--- src/rtl/lr_pkg.sv ---
// lr_pkg: shared types and constants of the line rasterizer
// no dependencies; imported by every rtl module of the block
`timescale 1ns / 1ps
`default_nettype none

package lr_pkg;

    // configuration register indexes
    localparam int CFG_IDX_W = 2;
    localparam logic [CFG_IDX_W-1:0] CFG_FRAME_WIDTH  = 2'd0;
    localparam logic [CFG_IDX_W-1:0] CFG_FRAME_HEIGHT = 2'd1;
    localparam logic [CFG_IDX_W-1:0] CFG_DRAW_COLOR   = 2'd2;

    localparam int DIM_W   = 13;
    localparam int COLOR_W = 24;
    localparam int PIX_W   = 24;
    localparam int AREA_W  = 2 * DIM_W;

    localparam int FIFO_DEPTH = 2;

    // per-beat decode that travels from front to back with the coordinates
    typedef struct packed {
        logic is_start;
        logic step_x_neg;
        logic step_y_neg;
    } lr_ctrl_t;

endpackage

`default_nettype wire

--- src/rtl/lr_front.sv ---
// lr_front: decodes the incoming beat and precomputes the line setup
// (step directions, deltas, initial error); depends on lr_pkg
`timescale 1ns / 1ps
`default_nettype none

module lr_front
    import lr_pkg::*;
#(
    parameter int COORD_BITS = 12
)
(
    input  wire logic                         command,
    input  wire logic signed [COORD_BITS-1:0] start_x,
    input  wire logic signed [COORD_BITS-1:0] start_y,
    input  wire logic signed [COORD_BITS-1:0] end_x,
    input  wire logic signed [COORD_BITS-1:0] end_y,
    output lr_ctrl_t                          ctrl,
    output logic signed [COORD_BITS:0]        delta_x,
    output logic signed [COORD_BITS:0]        neg_delta_y,
    output logic signed [COORD_BITS+1:0]      error_init
);

    logic signed [COORD_BITS:0] x0_ext;
    logic signed [COORD_BITS:0] x1_ext;
    logic signed [COORD_BITS:0] y0_ext;
    logic signed [COORD_BITS:0] y1_ext;

    assign x0_ext = (COORD_BITS+1)'(start_x);
    assign x1_ext = (COORD_BITS+1)'(end_x);
    assign y0_ext = (COORD_BITS+1)'(start_y);
    assign y1_ext = (COORD_BITS+1)'(end_y);

    always_comb
    begin
        ctrl.is_start   = ~command;
        ctrl.step_x_neg = ~(start_x < end_x);
        ctrl.step_y_neg = ~(start_y < end_y);
        delta_x     = (end_x >= start_x) ? (x1_ext - x0_ext) : (x0_ext - x1_ext);
        neg_delta_y = (end_y >= start_y) ? (y0_ext - y1_ext) : (y1_ext - y0_ext);
        error_init  = (COORD_BITS+2)'(delta_x) + (COORD_BITS+2)'(neg_delta_y);
    end

endmodule

`default_nettype wire

--- src/rtl/lr_fifo.sv ---
// lr_fifo: short queue between the decode front and the drawing back
// depends on lr_pkg for its depth
`timescale 1ns / 1ps
`default_nettype none

module lr_fifo
    import lr_pkg::*;
#(
    parameter int WIDTH = 8
)
(
    input  wire logic             clk,
    input  wire logic             rst_n,
    input  wire logic             wr_en,
    input  wire logic [WIDTH-1:0] wr_data,
    output logic                  full,
    input  wire logic             rd_en,
    output logic [WIDTH-1:0]      rd_data,
    output logic                  not_empty
);

    localparam int PTR_W = (FIFO_DEPTH > 1) ? $clog2(FIFO_DEPTH) : 1;
    localparam int CNT_W = $clog2(FIFO_DEPTH + 1);

    logic [WIDTH-1:0] entry_reg [FIFO_DEPTH];
    logic [PTR_W-1:0] wr_ptr_reg, wr_ptr_next;
    logic [PTR_W-1:0] rd_ptr_reg, rd_ptr_next;
    logic [CNT_W-1:0] count_reg, count_next;
    logic             full_reg, full_next;
    logic             push, pop;

    assign push      = wr_en && !full_reg;
    assign pop       = rd_en && (count_reg != '0);
    assign full      = full_reg;
    assign not_empty = (count_reg != '0);
    assign rd_data   = entry_reg[rd_ptr_reg];

    always_comb
    begin
        wr_ptr_next = wr_ptr_reg;
        rd_ptr_next = rd_ptr_reg;
        count_next  = count_reg;
        if (push)
        begin
            wr_ptr_next = (wr_ptr_reg == PTR_W'(FIFO_DEPTH-1)) ? '0 : wr_ptr_reg + 1'b1;
        end
        if (pop)
        begin
            rd_ptr_next = (rd_ptr_reg == PTR_W'(FIFO_DEPTH-1)) ? '0 : rd_ptr_reg + 1'b1;
        end
        case ({push, pop})
            2'b10:   count_next = count_reg + 1'b1;
            2'b01:   count_next = count_reg - 1'b1;
            default: count_next = count_reg;
        endcase
        full_next = (count_next == CNT_W'(FIFO_DEPTH));
    end

    always_ff @(posedge clk or negedge rst_n)
    begin
        if (!rst_n)
        begin
            wr_ptr_reg <= '0;
            rd_ptr_reg <= '0;
            count_reg  <= '0;
            full_reg   <= 1'b0;
        end
        else
        begin
            wr_ptr_reg <= wr_ptr_next;
            rd_ptr_reg <= rd_ptr_next;
            count_reg  <= count_next;
            full_reg   <= full_next;
        end
    end

    always_ff @(posedge clk)
    begin
        if (push)
        begin
            entry_reg[wr_ptr_reg] <= wr_data;
        end
    end

    a_count_bound: assert property (@(posedge clk) disable iff (!rst_n)
        count_reg <= CNT_W'(FIFO_DEPTH))
        else $error("fifo count beyond depth");
    a_full_flag: assert property (@(posedge clk) disable iff (!rst_n)
        full_reg == (count_reg == CNT_W'(FIFO_DEPTH)))
        else $error("fifo full flag out of step with count");
    a_ptr_gap: assert property (@(posedge clk) disable iff (!rst_n)
        (count_reg == '0) |-> (wr_ptr_reg == rd_ptr_reg))
        else $error("fifo pointers differ while empty");

endmodule

`default_nettype wire

--- src/rtl/lr_back.sv ---
// lr_back: bresenham stepper, offset multiply-add and output register
// depends on lr_pkg; fed from lr_fifo
`timescale 1ns / 1ps
`default_nettype none

module lr_back
    import lr_pkg::*;
#(
    parameter int COORD_BITS = 12
)
(
    input  wire logic                         clk,
    input  wire logic                         rst_n,
    input  wire logic                         in_valid,
    output logic                              in_pop,
    input  wire lr_ctrl_t                     in_ctrl,
    input  wire logic signed [COORD_BITS-1:0] in_x0,
    input  wire logic signed [COORD_BITS-1:0] in_y0,
    input  wire logic signed [COORD_BITS-1:0] in_x1,
    input  wire logic signed [COORD_BITS-1:0] in_y1,
    input  wire logic signed [COORD_BITS:0]   in_delta_x,
    input  wire logic signed [COORD_BITS:0]   in_neg_delta_y,
    input  wire logic signed [COORD_BITS+1:0] in_error,
    input  wire logic [DIM_W-1:0]             frame_width,
    input  wire logic [DIM_W-1:0]             frame_height,
    input  wire logic                         out_ready,
    output logic                              out_valid,
    output logic [PIX_W-1:0]                  out_offset,
    output logic                              out_write,
    output logic                              out_last
);

    localparam int CB     = COORD_BITS;
    localparam int ERR_W  = CB + 2;
    localparam int E2_W   = CB + 3;
    localparam int PROD_W = CB + DIM_W + 1;
    localparam int OFF_W  = PROD_W + 1;
    localparam int CMP_W  = (OFF_W > AREA_W) ? OFF_W : AREA_W;

    // line state
    logic                 busy_reg, busy_next;
    logic signed [CB-1:0] cur_x_reg, cur_x_next;
    logic signed [CB-1:0] cur_y_reg, cur_y_next;
    logic signed [CB-1:0] tgt_x_reg, tgt_x_next;
    logic signed [CB-1:0] tgt_y_reg, tgt_y_next;
    logic                 sx_neg_reg, sx_neg_next;
    logic                 sy_neg_reg, sy_neg_next;
    logic signed [CB:0]   dx_reg, dx_next;
    logic signed [CB:0]   ndy_reg, ndy_next;
    logic signed [ERR_W-1:0] err_reg, err_next;

    // multiply stage
    logic                     s1_valid_reg, s1_valid_next;
    logic signed [CB-1:0]     s1_x_reg, s1_x_next;
    logic signed [PROD_W-1:0] s1_prod_reg, s1_prod_next;
    logic                     s1_last_reg, s1_last_next;

    // output register
    logic             out_valid_reg, out_valid_next;
    logic [PIX_W-1:0] out_offset_reg, out_offset_next;
    logic             out_write_reg, out_write_next;
    logic             out_last_reg, out_last_next;

    logic [AREA_W-1:0] area_reg;

    logic                    advance;
    logic                    emit;
    logic                    done;
    logic                    x_move, y_move;
    logic signed [E2_W-1:0]  e2;
    logic signed [OFF_W-1:0] offset;
    logic                    in_frame;

    assign advance = !out_valid_reg || out_ready;
    assign in_pop  = advance && in_valid;
    assign emit    = in_pop && !in_ctrl.is_start && busy_reg;
    assign e2      = E2_W'(err_reg) <<< 1;

    // one bresenham step on the current point
    always_comb
    begin
        done   = (cur_x_reg == tgt_x_reg) && (cur_y_reg == tgt_y_reg);
        x_move = 1'b0;
        y_move = 1'b0;
        if (!done && (e2 >= E2_W'(ndy_reg)))
        begin
            if (cur_x_reg == tgt_x_reg)
            begin
                done = 1'b1;
            end
            else
            begin
                x_move = 1'b1;
            end
        end
        if (!done && (e2 <= E2_W'(dx_reg)))
        begin
            if (cur_y_reg == tgt_y_reg)
            begin
                done = 1'b1;
            end
            else
            begin
                y_move = 1'b1;
            end
        end
    end

    always_comb
    begin
        busy_next   = busy_reg;
        cur_x_next  = cur_x_reg;
        cur_y_next  = cur_y_reg;
        tgt_x_next  = tgt_x_reg;
        tgt_y_next  = tgt_y_reg;
        sx_neg_next = sx_neg_reg;
        sy_neg_next = sy_neg_reg;
        dx_next     = dx_reg;
        ndy_next    = ndy_reg;
        err_next    = err_reg;
        if (in_pop && in_ctrl.is_start)
        begin
            busy_next   = 1'b1;
            cur_x_next  = in_x0;
            cur_y_next  = in_y0;
            tgt_x_next  = in_x1;
            tgt_y_next  = in_y1;
            sx_neg_next = in_ctrl.step_x_neg;
            sy_neg_next = in_ctrl.step_y_neg;
            dx_next     = in_delta_x;
            ndy_next    = in_neg_delta_y;
            err_next    = in_error;
        end
        else if (emit)
        begin
            if (done)
            begin
                busy_next = 1'b0;
            end
            else
            begin
                if (x_move)
                begin
                    cur_x_next = sx_neg_reg ? cur_x_reg - 1'b1 : cur_x_reg + 1'b1;
                end
                if (y_move)
                begin
                    cur_y_next = sy_neg_reg ? cur_y_reg - 1'b1 : cur_y_reg + 1'b1;
                end
                err_next = err_reg
                         + (x_move ? ERR_W'(ndy_reg) : ERR_W'(0))
                         + (y_move ? ERR_W'(dx_reg) : ERR_W'(0));
            end
        end
    end

    // y*width is registered before the add and the bounds check
    always_comb
    begin
        s1_valid_next = s1_valid_reg;
        s1_x_next     = s1_x_reg;
        s1_prod_next  = s1_prod_reg;
        s1_last_next  = s1_last_reg;
        if (advance)
        begin
            s1_valid_next = emit;
            s1_x_next     = cur_x_reg;
            s1_prod_next  = cur_y_reg * $signed({1'b0, frame_width});
            s1_last_next  = done;
        end
    end

    assign offset   = OFF_W'(s1_x_reg) + OFF_W'(s1_prod_reg);
    assign in_frame = !offset[OFF_W-1]
                   && (CMP_W'($unsigned(offset)) < CMP_W'(area_reg));

    always_comb
    begin
        out_valid_next  = out_valid_reg;
        out_offset_next = out_offset_reg;
        out_write_next  = out_write_reg;
        out_last_next   = out_last_reg;
        if (advance)
        begin
            out_valid_next  = s1_valid_reg;
            out_offset_next = in_frame ? PIX_W'($unsigned(offset)) : '0;
            out_write_next  = in_frame;
            out_last_next   = s1_last_reg;
        end
    end

    always_ff @(posedge clk or negedge rst_n)
    begin
        if (!rst_n)
        begin
            busy_reg      <= 1'b0;
            cur_x_reg     <= '0;
            cur_y_reg     <= '0;
            tgt_x_reg     <= '0;
            tgt_y_reg     <= '0;
            sx_neg_reg    <= 1'b0;
            sy_neg_reg    <= 1'b0;
            dx_reg        <= '0;
            ndy_reg       <= '0;
            err_reg       <= '0;
            s1_valid_reg  <= 1'b0;
            out_valid_reg <= 1'b0;
        end
        else
        begin
            busy_reg      <= busy_next;
            cur_x_reg     <= cur_x_next;
            cur_y_reg     <= cur_y_next;
            tgt_x_reg     <= tgt_x_next;
            tgt_y_reg     <= tgt_y_next;
            sx_neg_reg    <= sx_neg_next;
            sy_neg_reg    <= sy_neg_next;
            dx_reg        <= dx_next;
            ndy_reg       <= ndy_next;
            err_reg       <= err_next;
            s1_valid_reg  <= s1_valid_next;
            out_valid_reg <= out_valid_next;
        end
    end

    always_ff @(posedge clk)
    begin
        s1_x_reg       <= s1_x_next;
        s1_prod_reg    <= s1_prod_next;
        s1_last_reg    <= s1_last_next;
        out_offset_reg <= out_offset_next;
        out_write_reg  <= out_write_next;
        out_last_reg   <= out_last_next;
        area_reg       <= frame_width * frame_height;
    end

    assign out_valid  = out_valid_reg;
    assign out_offset = out_offset_reg;
    assign out_write  = out_write_reg;
    assign out_last   = out_last_reg;

    a_end_marked: assert property (@(posedge clk) disable iff (!rst_n)
        $fell(busy_reg) |-> (s1_valid_reg && s1_last_reg))
        else $error("line ended without a last point");
    a_emit_busy: assert property (@(posedge clk) disable iff (!rst_n)
        (s1_valid_reg && $past(advance)) |-> $past(busy_reg))
        else $error("point produced while idle");
    a_drop_zero: assert property (@(posedge clk) disable iff (!rst_n)
        (out_valid_reg && !out_write_reg) |-> (out_offset_reg == '0))
        else $error("dropped point carries a nonzero offset");
    a_stall_hold: assert property (@(posedge clk) disable iff (!rst_n)
        $past(out_valid_reg && !out_ready) |-> $stable(s1_valid_reg))
        else $error("multiply stage moved under a stalled output");

endmodule

`default_nettype wire

--- src/rtl/line_rasterizer.sv ---
// Line rasterizer: bresenham line generator for a linear frame buffer. A beat with
// tuser 0 loads a line's endpoints and produces nothing; each beat with tuser 1
// produces one point of the running line as offset x + y*frame_width with the draw
// color, tuser set when the offset lies inside the frame, tlast on the final point.
// A step beat with no line running produces nothing. The block takes one beat per
// cycle when the output is drained; the rate is set by the registered error-term
// update in the back stepper. A beat passes the queue, then the step and y*width
// multiply, then the add, bounds check and output register. The user must write
// configuration only while no line is drawn and the pipeline is empty; the block
// itself does not enforce this.
// depends on lr_pkg, lr_front, lr_fifo, lr_back
`timescale 1ns / 1ps
`default_nettype none

module line_rasterizer
    import lr_pkg::*;
#(
    parameter int COORD_BITS = 12
)
(
    input  wire logic                   clk,
    input  wire logic                   rst_n,
    input  wire logic                   cfg_wr_en,
    input  wire logic [CFG_IDX_W-1:0]   cfg_index,
    input  wire logic [COLOR_W-1:0]     cfg_data,
    input  wire logic                   s_tvalid,
    output logic                        s_tready,
    // start_x, start_y, end_x, end_y, zero fill
    input  wire logic [((4*COORD_BITS+7)/8)*8-1:0] s_tdata,
    // command
    input  wire logic                   s_tuser,
    output logic                        m_tvalid,
    input  wire logic                   m_tready,
    // pixel_offset, pixel_color
    output logic [PIX_W+COLOR_W-1:0]    m_tdata,
    // write
    output logic                        m_tuser,
    output logic                        m_tlast
);

    localparam int CB      = COORD_BITS;
    localparam int CTRL_W  = $bits(lr_ctrl_t);
    localparam int ENTRY_W = CTRL_W + 4*CB + 2*(CB+1) + (CB+2);

    logic [DIM_W-1:0]   frame_width_reg;
    logic [DIM_W-1:0]   frame_height_reg;
    logic [COLOR_W-1:0] draw_color_reg;

    lr_ctrl_t             f_ctrl;
    logic signed [CB:0]   f_dx;
    logic signed [CB:0]   f_ndy;
    logic signed [CB+1:0] f_err;

    logic [ENTRY_W-1:0] wr_entry;
    logic [ENTRY_W-1:0] rd_entry;
    logic               q_full;
    logic               q_valid;
    logic               q_pop;

    lr_ctrl_t             b_ctrl;
    logic signed [CB-1:0] b_x0, b_y0, b_x1, b_y1;
    logic signed [CB:0]   b_dx, b_ndy;
    logic signed [CB+1:0] b_err;

    logic [PIX_W-1:0] out_offset;
    logic             out_write;

    always_ff @(posedge clk or negedge rst_n)
    begin
        if (!rst_n)
        begin
            frame_width_reg  <= '0;
            frame_height_reg <= '0;
            draw_color_reg   <= '0;
        end
        else if (cfg_wr_en)
        begin
            case (cfg_index)
                CFG_FRAME_WIDTH:  frame_width_reg  <= cfg_data[DIM_W-1:0];
                CFG_FRAME_HEIGHT: frame_height_reg <= cfg_data[DIM_W-1:0];
                CFG_DRAW_COLOR:   draw_color_reg   <= cfg_data;
                default:          ;
            endcase
        end
    end

    lr_front #(
        .COORD_BITS (COORD_BITS)
    ) u_front (
        .command     (s_tuser),
        .start_x     ($signed(s_tdata[CB-1:0])),
        .start_y     ($signed(s_tdata[2*CB-1:CB])),
        .end_x       ($signed(s_tdata[3*CB-1:2*CB])),
        .end_y       ($signed(s_tdata[4*CB-1:3*CB])),
        .ctrl        (f_ctrl),
        .delta_x     (f_dx),
        .neg_delta_y (f_ndy),
        .error_init  (f_err)
    );

    assign wr_entry = {f_err, f_ndy, f_dx, s_tdata[4*CB-1:0], f_ctrl};
    assign s_tready = !q_full;

    lr_fifo #(
        .WIDTH (ENTRY_W)
    ) u_fifo (
        .clk       (clk),
        .rst_n     (rst_n),
        .wr_en     (s_tvalid),
        .wr_data   (wr_entry),
        .full      (q_full),
        .rd_en     (q_pop),
        .rd_data   (rd_entry),
        .not_empty (q_valid)
    );

    assign {b_err, b_ndy, b_dx, b_y1, b_x1, b_y0, b_x0, b_ctrl} = rd_entry;

    lr_back #(
        .COORD_BITS (COORD_BITS)
    ) u_back (
        .clk            (clk),
        .rst_n          (rst_n),
        .in_valid       (q_valid),
        .in_pop         (q_pop),
        .in_ctrl        (b_ctrl),
        .in_x0          (b_x0),
        .in_y0          (b_y0),
        .in_x1          (b_x1),
        .in_y1          (b_y1),
        .in_delta_x     (b_dx),
        .in_neg_delta_y (b_ndy),
        .in_error       (b_err),
        .frame_width    (frame_width_reg),
        .frame_height   (frame_height_reg),
        .out_ready      (m_tready),
        .out_valid      (m_tvalid),
        .out_offset     (out_offset),
        .out_write      (out_write),
        .out_last       (m_tlast)
    );

    assign m_tdata = {draw_color_reg, out_offset};
    assign m_tuser = out_write;

endmodule

`default_nettype wire
--- config.mk ---
export PLATFORM = sky130hd
export DESIGN_NAME = line_rasterizer
export DESIGN_NICKNAME = d
export VERILOG_FILES = /design/src/rtl/lr_pkg.sv /design/src/rtl/lr_front.sv /design/src/rtl/lr_fifo.sv /design/src/rtl/lr_back.sv /design/src/rtl/line_rasterizer.sv
export SDC_FILE = /design/constraint.sdc
export NUM_CORES = 2
export LEC_CHECK = 0
export ABC_AREA = 0
export BUFFER_PORTS_ARGS = -buffer_cell sky130_fd_sc_hd__buf_2
export CORE_ASPECT_RATIO = 1.75
export CORE_UTILIZATION = 60
export DETAILED_ROUTE_END_ITERATION = 6
export PLACE_DENSITY_LB_ADDON = 0.3
export SLEW_MARGIN = 15
export SYNTH_ARGS = -nofsm -noshare
export SYNTH_HDL_FRONTEND = slang
export SYNTH_SLANG_ARGS = --single-unit
--- constraint.sdc ---
create_clock -name clk -period 11.9 [get_ports clk]
set_input_delay 1.19 -clock clk [delete_from_list [all_inputs] [get_ports clk]]
set_output_delay 1.19 -clock clk [all_outputs]
set_load 0.02 [all_outputs]
==> summary.md <==
| Metric | Value |
|---|---|
| Outcome | `finished, violations left` |
| Failing checks | `design-rule violations` |
| Critical setup path kind | `reg -> reg` |
| Flip-flop count of the largest register, all copies and words added | `around 180` |
| Maximum fanout along the worst path | `26` |
| Max-slew violation total from the final report | `0` |
| Setup repair after global routing missed its margin | `no` |
| Initial cell density of the core | `60.8%` |
| Cts hold-fix bufs | `0` |
| Minimum clock period | `6.50 ns` |
| Count of filler cells inserted in the layout | `4290` |
| Post-Layout Inst Area | `0.0357 mm2` |
| Max-capacitance violation count | `0` |
| Predominant post-synthesis flop cell | `edfxtp_1` |
| Commonest non-fill, non-tap cells in the layout | `495 x inv_1, 344 x nand2_1, 325 x ha_1` |
| Final weighted congestion in routability-driven placement | `0.956` |
| Clock slew seen by the registers of the worst setup and hold paths | `approximately 0.070 ns` |
| Number of antenna cells inserted | `0` |
| Count of cell types in the netlist | `81` |
| Sum of negative setup slack | `0 ns` |
| Post-route antenna net violation count | `0` |
| Post-CTS Setup Inserts | `0` |
| Average vias per placed instance | `5.80` |
| Measured slew at the worst slew-check pin | `1.18 ns` |
| Worst Hold Class | `reg -> reg` |
| Signal arrival time at the worst endpoint | `6.82 ns` |
| Total track usage | `30.2%` |
| Count of pins on the block boundary | `132` |
| Final-report hold violation count | `0` |
| Number of warnings issued by yosys | `0` |
| Count of non-filler cells in the finished layout | `4004` |
| Die W | `179 um` |
| Hold Path Origin | `u_back.s1_valid_reg` |
| Worst Path Required | `12.22 ns` |
| Clk Latency, worst-skew pair | `around 0.58 ns` |
| Via count of the first global-routing pass | `around 25000` |
| Logic depth of the worst register-to-register path | `17` |
| Number of design rule violations left after detail routing | `10` |
| Nature of the critical path startpoint | `flop` |
| Most frequent standard cell in the layout excluding fill and tap cells | `inv_1` |
| R2R setup slack | `~5.4 ns` |
| Maximum number of buffers from clock root to sink | `3` |
| First-pass GRT wire length | `between 100 and 150 mm` |
| Die Span Y | `312 um` |
| Post-detailed-route wirelength per cell | `slightly above 20 um` |
| Sequential cell area fraction in the yosys report | `approximately a third` |
| Placed Instances | `between 3000 and 4000` |
| DRC marker count from the first detailed-route iteration | `approximately 1200` |
| Sinks on Clock Net | `421` |
| Cell count after synthesis | `3195` |
| Port Buffers | `131` |
| Reg2Reg Launch Point | `frame_width_reg[2]` |
| Hold Path Stages | `2` |
| Area of the die | `between 0.05 and 0.06 mm2` |
| Category of the worst setup path capture point | `flop` |
| Setup violation total in the final timing report | `0` |
| Proportion of layout cells with a drive suffix above 1 | `9.08%` |
| Count of flip-flops with a built-in enable after synthesis | `247` |
| Hold endpoint | `u_back.out_valid` |
| Placeable core region | `about 0.054 mm2` |
| HPWL Detailed | `63.1 mm` |
| Router iterations before antenna repair | `7` |
| Flip-flop and latch count after synthesis | `421` |
| Total number of vias | `23200` |
| Final clock skew | `0.0178 ns` |
| Fraction of registers with async set or reset after synthesis | `around a third` |
| Remaining Overflow, GRT | `0` |
| Rel. slew slack | `slightly below 20%` |
| Resized cells post-CTS | `0` |
| Routed Wire Length | `80.5 mm` |
| Reg2Reg Capture Point | `u_back.s1_prod_reg[24]` |
| Highest achievable clock rate | `154 MHz` |
| Synthesized netlist net count | `3854` |
| Total placed instance area | `0.0343 mm2` |
| Period Utilization, post-route | `between 50% and 60%` |
| TritonCTS clock tree | `built` |
| Post-synth design cell area | `0.0330 mm2` |
| Mean instance size in the synthesized netlist | `10.3 um2` |
| Rows | `113` |
| Layout-stage area growth over the synthesis result | `8.15%` |
| Largest net degree at the start of global routing | `76` |
| Initial antenna violation count | `0` |
| Inserted Clock Buffers | `41` |
| Post-layout nets | `3940` |
| Worst Hold Slack | `between 0.4 and 0.5 ns` |
| H-tree lvl count | `2` |
| Clock Tree Root | `clkbuf_16` |
cells by family (layout without fill, tap and decap cells):
kind of cell | Yosys count | after routing | synth area share, %
mux | 172 | 172 | 5.43
buf+inv | 602 | 721 | 6.90
flops | 421 | 421 | 35.3
compound gates | 487 | 487 | 9.49
simple gates | 785 | 785 | 11.3
xor+xnor | 149 | 149 | 3.95
fa+ha+maj | 579 | 579 | 27.7
worst max-delay path by stage:
| stage | start | slack, ns | to | cells after the start |
|---|---|---|---|---|
| floorplan | u_back.cur_y_reg[5] | 6.24 | u_back.s1_prod_reg[24] | 20 |
| global placement | frame_width_reg[2] | 5.54 | u_back.s1_prod_reg[24] | 17 |
| detailed placement | frame_width_reg[2] | 5.48 | u_back.s1_prod_reg[24] | 17 |
| CTS | frame_width_reg[2] | 5.44 | u_back.s1_prod_reg[24] | 17 |
| global route | frame_width_reg[2] | 5.14 | u_back.s1_prod_reg[24] | 17 |
| finish | frame_width_reg[2] | 5.40 | u_back.s1_prod_reg[24] | 17 |
area by class of cell:
cell class,count,area (um2),share of cell area (%)
clock buffers,52,1130,3.16
multi-input cells,2172,19100,53.6
flip-flops and latches,421,11600,32.6
repair buffers,151,812,2.27
well taps,690,863,2.42
inverters,494,1850,5.19
clock inverters,24,273,0.764
synthesized netlist by cell type (34+ instances only):
master    number  share of area [%]
nand3_1       37               0.56
mux2i_1      114                3.5
edfxtp_1     247                 22
fa_1         254                 15
dfrtp_1      148                 11
nor2b_1       53                1.0
nand2_1      344                3.9
and2_1       121                2.3
a211oi_1      34               0.77
xor2_1        67                1.8
nor2_1       112                1.3
a21oi_1      137                2.1
xnor2_1       82                2.2
ha_1         325                 12
inv_1        494                5.6
a21o_1        58                1.3
o21ai_0      124                1.9
clkbuf_1      98                1.1
mux2_2        57                1.9
stage by stage:
stage	setup WS, ns	util, %
after floorplan	6.24	-
after global placement	5.54	63.2
after detailed placement	5.48	63.2
after CTS	5.44	65.8
after global routing	5.14	65.8
final	5.40	65.8
layer usage:
| layer | vias to the layer above | GRT usage (%) | share of wire [%] |
|---|---|---|---|
| met3 | 305 | 3.33 | 3.2 |
| li1 | 10800 | - | - |
| met4 | 0 | 22.4 | 8.5 |
| met2 | 602 | 56.3 | 54 |
| met1 | 11500 | 30.0 | 34 |
| met5 | - | 0 | 0 |
critical path, cell delays in order, from the launching register on:
cell and delay [ns]:
dfrtp_1 0.99, nand2_1 0.18, fa_1 0.59, fa_1 0.45
fa_1 0.56, inv_1 0.07, fa_1 0.54, fa_1 0.51
ha_1 0.37, a211oi_1 0.27, o211ai_1 0.17, a221oi_2 0.38
nor2_1 0.14, o41a_1 0.41, o211ai_1 0.25, o21bai_1 0.10
a21oi_1 0.18, xnor2_1 0.08
Power is not shown: default switching activity piles up to over one toggle a cycle in this logic, so the estimate is an artifact.
